### config.mk
export PLATFORM = sky130hd
export DESIGN_NAME = bmh_ctrl
export DESIGN_NICKNAME = d
export VERILOG_FILES = /design/src/sv/bmh_pkg.sv /design/src/sv/bmh_ctrl.sv
export VERILOG_INCLUDE_DIRS = /design/src /design/src/sv
export SDC_FILE = /design/constraint.sdc
export NUM_CORES = 1
export LEC_CHECK = 0
export BUFFER_PORTS_ARGS = -buffer_cell sky130_fd_sc_hd__clkbuf_2
export CAP_MARGIN = 25
export CORE_MARGIN = 2
export CORE_UTILIZATION = 49
export CTS_BUF_LIST = sky130_fd_sc_hd__clkbuf_4
export DETAILED_ROUTE_END_ITERATION = 16
export HOLD_SLACK_MARGIN = 0.05
export MAX_ROUTING_LAYER = met4
export PLACE_DENSITY_LB_ADDON = 0.2
export SKIP_CTS_REPAIR_TIMING = 1
export SKIP_LAST_GASP = 1
export SYNTH_ARGS = -nofsm -noshare
export SYNTH_HDL_FRONTEND = slang
export SYNTH_SLANG_ARGS = --single-unit
### constraint.sdc
create_clock -name clk -period 5.15 [get_ports clk]
set_input_delay 0.515 -clock clk [delete_from_list [all_inputs] [get_ports clk]]
set_output_delay 0.515 -clock clk [all_outputs]
set_load 0.01 [all_outputs]
### src/sv/binary_min_heap_engine_defines.svh
// Assertion macros for the heap engine RTL.
`ifndef BINARY_MIN_HEAP_ENGINE_DEFINES_SVH
`define BINARY_MIN_HEAP_ENGINE_DEFINES_SVH

// Same-cycle implication, checked on clk, off while rst_n is low.
`define BMH_ASSERT_NOW(lbl, pre, post, msg) \
    lbl: assert property (@(posedge clk) disable iff (!rst_n) (pre) |-> (post)) else $error(msg);

// Next-cycle implication, checked on clk, off while rst_n is low.
`define BMH_ASSERT_NEXT(lbl, pre, post, msg) \
    lbl: assert property (@(posedge clk) disable iff (!rst_n) (pre) |=> (post)) else $error(msg);

`endif

### src/sv/bmh_pkg.sv
// Shared types and defaults for the binary min-heap engine.
`timescale 1ns / 1ps
package bmh_pkg;

    localparam int CAPACITY_DEF  = 256;
    localparam int KEY_WIDTH_DEF = 16;
    localparam int TAG_WIDTH_DEF = 16;

    typedef enum logic
    {
        OP_INSERT = 1'b0,
        OP_REMOVE = 1'b1
    } op_t;

    typedef enum logic [1:0]
    {
        ST_DONE  = 2'd0,
        ST_EMPTY = 2'd1,
        ST_FULL  = 2'd2
    } status_t;

    typedef enum logic [3:0]
    {
        S_IDLE,
        S_UP_RD,
        S_UP_CMP,
        S_RM_RD,
        S_RM_LD,
        S_DN_RD,
        S_DN_CMP,
        S_PUT,
        S_RESP
    } state_t;

    // Response handed from the sequencer to the output register.
    typedef struct packed
    {
        logic    valid;
        status_t status;
    } rsp_t;

endpackage

### src/sv/bmh_ctrl.sv
// Heap sequencer: insert with sift-up, remove-min with sift-down.
`timescale 1ns / 1ps
`include "binary_min_heap_engine_defines.svh"
module bmh_ctrl
    import bmh_pkg::*;
#(
    parameter int CAPACITY  = CAPACITY_DEF,
    parameter int KEY_WIDTH = KEY_WIDTH_DEF,
    parameter int TAG_WIDTH = TAG_WIDTH_DEF,
    parameter int AW        = $clog2(CAPACITY),
    parameter int CW        = $clog2(CAPACITY + 1),
    parameter int DW        = KEY_WIDTH + TAG_WIDTH
)
(
    input  logic                 clk,
    input  logic                 rst_n,
    input  logic                 in_valid,
    output logic                 in_ready,
    input  op_t                  in_op,
    input  logic [KEY_WIDTH-1:0] in_key,
    input  logic [TAG_WIDTH-1:0] in_tag,
    input  logic                 out_free,
    output rsp_t                 rsp,
    output logic [KEY_WIDTH-1:0] rsp_key,
    output logic [TAG_WIDTH-1:0] rsp_tag,
    output logic [CW-1:0]        rsp_count,
    output logic                 mem_we,
    output logic [AW-1:0]        mem_waddr,
    output logic [DW-1:0]        mem_wdata,
    output logic [AW-1:0]        mem_raddr_a,
    output logic [AW-1:0]        mem_raddr_b,
    input  logic [DW-1:0]        mem_rdata_a,
    input  logic [DW-1:0]        mem_rdata_b
);

    localparam int XW = AW + 2;

    state_t               state_reg,   state_next;
    logic [CW-1:0]        count_reg,   count_next;
    logic [AW-1:0]        pos_reg,     pos_next;
    logic [DW-1:0]        mov_reg,     mov_next;
    logic [KEY_WIDTH-1:0] res_key_reg, res_key_next;
    logic [TAG_WIDTH-1:0] res_tag_reg, res_tag_next;
    status_t              res_st_reg,  res_st_next;

    logic                 accept;
    logic                 full;
    logic [AW-1:0]        parent;
    logic [AW:0]          lc;
    logic [AW:0]          rc;
    logic                 lc_in;
    logic                 rc_in;
    logic                 up_swap;
    logic                 pick_r;
    logic [DW-1:0]        pick_d;
    logic                 dn_swap;

    assign accept = in_valid && in_ready;
    assign full   = (count_reg == CW'(CAPACITY));
    assign parent = AW'((pos_reg - AW'(1)) >> 1);
    assign lc     = {pos_reg, 1'b1};
    assign rc     = lc + (AW + 1)'(1);
    assign lc_in  = (XW'(lc) < XW'(count_reg));
    assign rc_in  = (XW'(rc) < XW'(count_reg));

    // key sits in the low bits of an entry
    assign up_swap = (mov_reg[KEY_WIDTH-1:0] < mem_rdata_a[KEY_WIDTH-1:0]);
    assign pick_r  = rc_in && (mem_rdata_b[KEY_WIDTH-1:0] < mem_rdata_a[KEY_WIDTH-1:0]);
    assign pick_d  = pick_r ? mem_rdata_b : mem_rdata_a;
    assign dn_swap = (mov_reg[KEY_WIDTH-1:0] > pick_d[KEY_WIDTH-1:0]);

    always_comb
    begin
        state_next   = state_reg;
        count_next   = count_reg;
        pos_next     = pos_reg;
        mov_next     = mov_reg;
        res_key_next = res_key_reg;
        res_tag_next = res_tag_reg;
        res_st_next  = res_st_reg;
        in_ready     = 1'b0;
        rsp.valid    = 1'b0;
        rsp.status   = res_st_reg;
        mem_we       = 1'b0;
        mem_waddr    = pos_reg;
        mem_wdata    = mov_reg;
        mem_raddr_a  = parent;
        mem_raddr_b  = rc[AW-1:0];

        case (state_reg)
            S_IDLE:
            begin
                in_ready = 1'b1;
                if (in_valid)
                begin
                    res_key_next = '0;
                    res_tag_next = '0;
                    res_st_next  = ST_DONE;
                    if (in_op == OP_INSERT)
                    begin
                        if (full)
                        begin
                            res_st_next = ST_FULL;
                            state_next  = S_RESP;
                        end
                        else
                        begin
                            pos_next   = count_reg[AW-1:0];
                            mov_next   = {in_tag, in_key};
                            count_next = count_reg + CW'(1);
                            state_next = (count_reg == '0) ? S_PUT : S_UP_RD;
                        end
                    end
                    else
                    begin
                        if (count_reg == '0)
                        begin
                            res_st_next = ST_EMPTY;
                            state_next  = S_RESP;
                        end
                        else
                        begin
                            count_next = count_reg - CW'(1);
                            state_next = S_RM_RD;
                        end
                    end
                end
            end

            S_UP_RD:
            begin
                mem_raddr_a = parent;
                state_next  = S_UP_CMP;
            end

            S_UP_CMP:
            begin
                mem_we = 1'b1;
                if (up_swap)
                begin
                    mem_wdata  = mem_rdata_a;
                    pos_next   = parent;
                    state_next = (parent == '0) ? S_PUT : S_UP_RD;
                end
                else
                begin
                    state_next = S_RESP;
                end
            end

            S_RM_RD:
            begin
                // root and the last live entry, count already decremented
                mem_raddr_a = '0;
                mem_raddr_b = count_reg[AW-1:0];
                state_next  = S_RM_LD;
            end

            S_RM_LD:
            begin
                res_key_next = mem_rdata_a[KEY_WIDTH-1:0];
                res_tag_next = mem_rdata_a[DW-1:KEY_WIDTH];
                mov_next     = mem_rdata_b;
                pos_next     = '0;
                state_next   = (count_reg == '0) ? S_RESP : S_DN_RD;
            end

            S_DN_RD:
            begin
                mem_raddr_a = lc[AW-1:0];
                mem_raddr_b = rc[AW-1:0];
                state_next  = lc_in ? S_DN_CMP : S_PUT;
            end

            S_DN_CMP:
            begin
                mem_we = 1'b1;
                if (dn_swap)
                begin
                    mem_wdata  = pick_d;
                    pos_next   = pick_r ? rc[AW-1:0] : lc[AW-1:0];
                    state_next = S_DN_RD;
                end
                else
                begin
                    state_next = S_RESP;
                end
            end

            S_PUT:
            begin
                mem_we     = 1'b1;
                state_next = S_RESP;
            end

            S_RESP:
            begin
                if (out_free)
                begin
                    rsp.valid  = 1'b1;
                    state_next = S_IDLE;
                end
            end

            default:
            begin
                state_next = S_IDLE;
            end
        endcase
    end

    always_ff @(posedge clk or negedge rst_n)
    begin
        if (!rst_n)
        begin
            state_reg <= S_IDLE;
            count_reg <= '0;
        end
        else
        begin
            state_reg <= state_next;
            count_reg <= count_next;
        end
    end

    always_ff @(posedge clk)
    begin
        pos_reg     <= pos_next;
        mov_reg     <= mov_next;
        res_key_reg <= res_key_next;
        res_tag_reg <= res_tag_next;
        res_st_reg  <= res_st_next;
    end

    assign rsp_key   = res_key_reg;
    assign rsp_tag   = res_tag_reg;
    assign rsp_count = count_reg;

    `BMH_ASSERT_NOW(a_count_cap, 1'b1, count_reg <= CW'(CAPACITY), "entry count above capacity")
    `BMH_ASSERT_NOW(a_write_live, mem_we, XW'(mem_waddr) < XW'(count_reg), "write outside live entries")
    `BMH_ASSERT_NEXT(a_full_hold, accept && (in_op == OP_INSERT) && full, $stable(count_reg), "refused insert changed count")
    `BMH_ASSERT_NEXT(a_up_climbs, (state_reg == S_UP_CMP) && up_swap, pos_reg < $past(pos_reg), "sift-up did not climb")

endmodule

==> flow_summary.ini <==
[final_layout]
diodes = 0
final_cells = 1053
synthToLayoutAreaGrowth_pct = 29.9
nNetsFinal = 1045
layout_common_cells = clkbuf_2, edfxtp_1, ha_1
layout_commonest_cell = clkbuf_2
layout-drive-gt1-share_pct = 41.3
fillers = 1055
design_area_um2 = 8700
largest_reg_flops = 32
fin_util_pct = 65.5

[timing]
setup_tns_ps = -12430
finalCritPeriodShare_pct = 109
timing.final.crit_period_ps = 5600
tightest_slew_ps = 1000
hold_viol = 0
finalMaxSlewViolations = 0
setup_viol = 32
worst_slack_ps = -452
skew_ps = 12.4
fin_hold_ws_ps = 340
maxSlewHeadroom_pct = 32.9
fmax_ghz = 0.179
rsz0062_at_grt = true

[global_route]
grt_antenna_before_repair = 0
grt_pass1_vias = 6013
grt-ovfl-total = 0
grt_max_degree = 33
grt_usage_pct = 27.7
grt_pass1_wl_um = 30600

[die]
ios = 203
design.core.area_um2 = 13300
start_util_pct = 50.4
die_area_um2 = 14600
num_rows = 42
die-height_um = 121
fp.dieW_um = 121

[placed_design]
post-place-ws_ps = 22.8
place_congestion = 0.971
dpl.hpwl_um = 15300
dp_cells = 1023
place_area_um2 = 8060
port_buffers = 202

[synth]
synth-main-ff-cell = edfxtp_1
syn_area_per_cell_um2 = 10.3
synthCells = 650
synthMuxAreaShare_pct = 8.93
ys_seq_area_share_pct = 38.0
ys_ff_latch = 87
synth_cell_types = 57
syn_nets = 823
async_reset_ff_share_pct = 14.9
synthXorXnorAreaFrac_pct = 3.92
yosys.area_share.adder_pct = 13.6
synth-edff-count = 74
syn_area_um2 = 6700
synth_compound_area_share_pct = 16.4
synth_top_family_by_area = compound AO/OA/AOI/OAI gates
synthSimpleGateAreaFrac_pct = 14.4
synth_warnings = 0

[clocking]
cts_sinks = 87
h-tree-depth = 3
cts_tree = built
cts_buffer_depth = 2
clockRootBuffer = clkbuf_4
clkTransAtPathRegs_ps = 140
cts_made_buffers = 9
clock_latency_ps = 460

[worst_setup_path]
crit_path_max_fanout = 7
r2r-start = mem_waddr[1]$_DFFE_PP_
path_class = flop to primary output
startpoint_type = flop
crit_path_end_kind = primary output
critPathLaunch = mem_waddr[1]$_DFFE_PP_
critPathArrivalTime_ps = 5090
cp.required_ps = 4640

[drt]
drt-initial-drc-count = 508
ant_nets = 0
wl_um = 20900
wl_per_cell_um = 19.9
via_per_inst = 5.98
via_count = 6296
dr.pass1.iters = 7
drcViolationCount = 0

[min_path]
worstHoldStart = mem_rdata_a[25]
hold_class = input pin to flop

[power]
power_density_nw_per_um2 = 659
p_total_mw = 5.74
p_leak_nw = 3.90
peakVddDrop_v = 0.000316

[run]
cap_violations = 0

[status]
violations = negative setup slack
status = complete, but fails checks
path summary, 6_finish.rpt:
| kind | slack [ps] | depth (start not counted) | end |
|---|---|---|---|
| min | 340 | 2 | rsp_tag[9]$_SDFFCE_PN0P_ |
| min reg2reg | 630 | 2 | rsp_count[8]$_DFFE_PN0P_ |
| max in group asynchronous | 4430 | 2 | state_reg[3]$_DFFE_PN0P_ |
| max reg2reg | 390 | 19 | mem_waddr[1]$_DFFE_PP_ |
| min in group asynchronous | 470 | 2 | rsp_count[2]$_DFFE_PN0P_ |
| max | -450 | 22 | mem_wdata[10] |
critical path, cell delays in order, from the launching register on:
cell and delay [ps]:
edfxtp_1 570, ha_4 250, xor2_1 250, ha_1 280, o211ai_1 110, a21oi_2 70
o41ai_4 330, o311ai_4 190, nor2_8 190, buf_12 160, buf_8 150, mux2i_4 240
ha_1 140, nand4_1 130, or3_4 350, o221ai_2 210, buf_4 150, a22oi_2 70
buf_6 170, buf_6 150, a22oi_1 150, o21ai_0 150, clkbuf_2 150
cell type report:
type / instances / area, µm² / area share [%]
inverter: 36 / 135 / 1.55
tap: 176 / 220 / 2.53
multi-input combinational: 489 / 4200 / 48.2
sequential: 87 / 2550 / 29.3
clock buffer: 10 / 75.1 / 0.862
clock inverter: 6 / 36.3 / 0.417
timing repair buffer: 249 / 1490 / 17.2
cells by family after synthesis:
group	after synthesis
flops	87
mux	55
simple gates	179
compound gates	153
buf+inv	74
fa+ha+maj	72
xor+xnor	30
Yosys cell counts, drive strengths merged, types with 3 or more instances:
cell type / instances / share of area, %
nor3: 12 / 0.90
nand2b: 6 / 0.56
nor2b: 4 / 0.37
xor2: 7 / 0.92
and2: 22 / 2.1
nor2: 25 / 1.7
o21ai: 44 / 3.3
mux2: 38 / 6.4
o21a: 4 / 0.45
or3: 7 / 0.65
edfxtp: 74 / 33
a2111oi: 3 / 0.58
nor3b: 3 / 0.34
dfrtp: 13 / 4.9
a221o: 17 / 2.5
clkbuf: 24 / 1.3
o221ai: 5 / 0.65
nand4: 6 / 0.56
nor4: 19 / 1.8
a21oi: 32 / 2.4
and3: 22 / 2.1
a211oi: 5 / 0.64
ha: 71 / 13
nand2: 38 / 2.1
buf: 14 / 1.4
a21o: 7 / 0.78
inv: 36 / 2.0
nand3: 7 / 0.52
or2: 5 / 0.47
a22oi: 16 / 1.8
a31oi: 4 / 0.37
mux2i: 17 / 2.5
xnor2: 23 / 3.0
o211ai: 3 / 0.34
power by group:
part           total (mW)  internal, mW  switching (mW)
combinational        3.97          1.76            2.21
sequential           1.42          1.17           0.248
clock               0.349         0.102           0.247
total                5.74          3.03            2.71
routing by layer:
| layer | global-route usage (%) | wire, µm | up-vias |
|---|---|---|---|
| met5 | - | 0 | - |
| met4 | 9.59 | 526 | 0 |
| met3 | 4.09 | 1620 | 47 |
| met2 | 44.4 | 9820 | 316 |
| met1 | 36.1 | 8950 | 3030 |
| li1 | - | - | 2903 |
No activity file was read; power rests on OpenSTA's default activity.
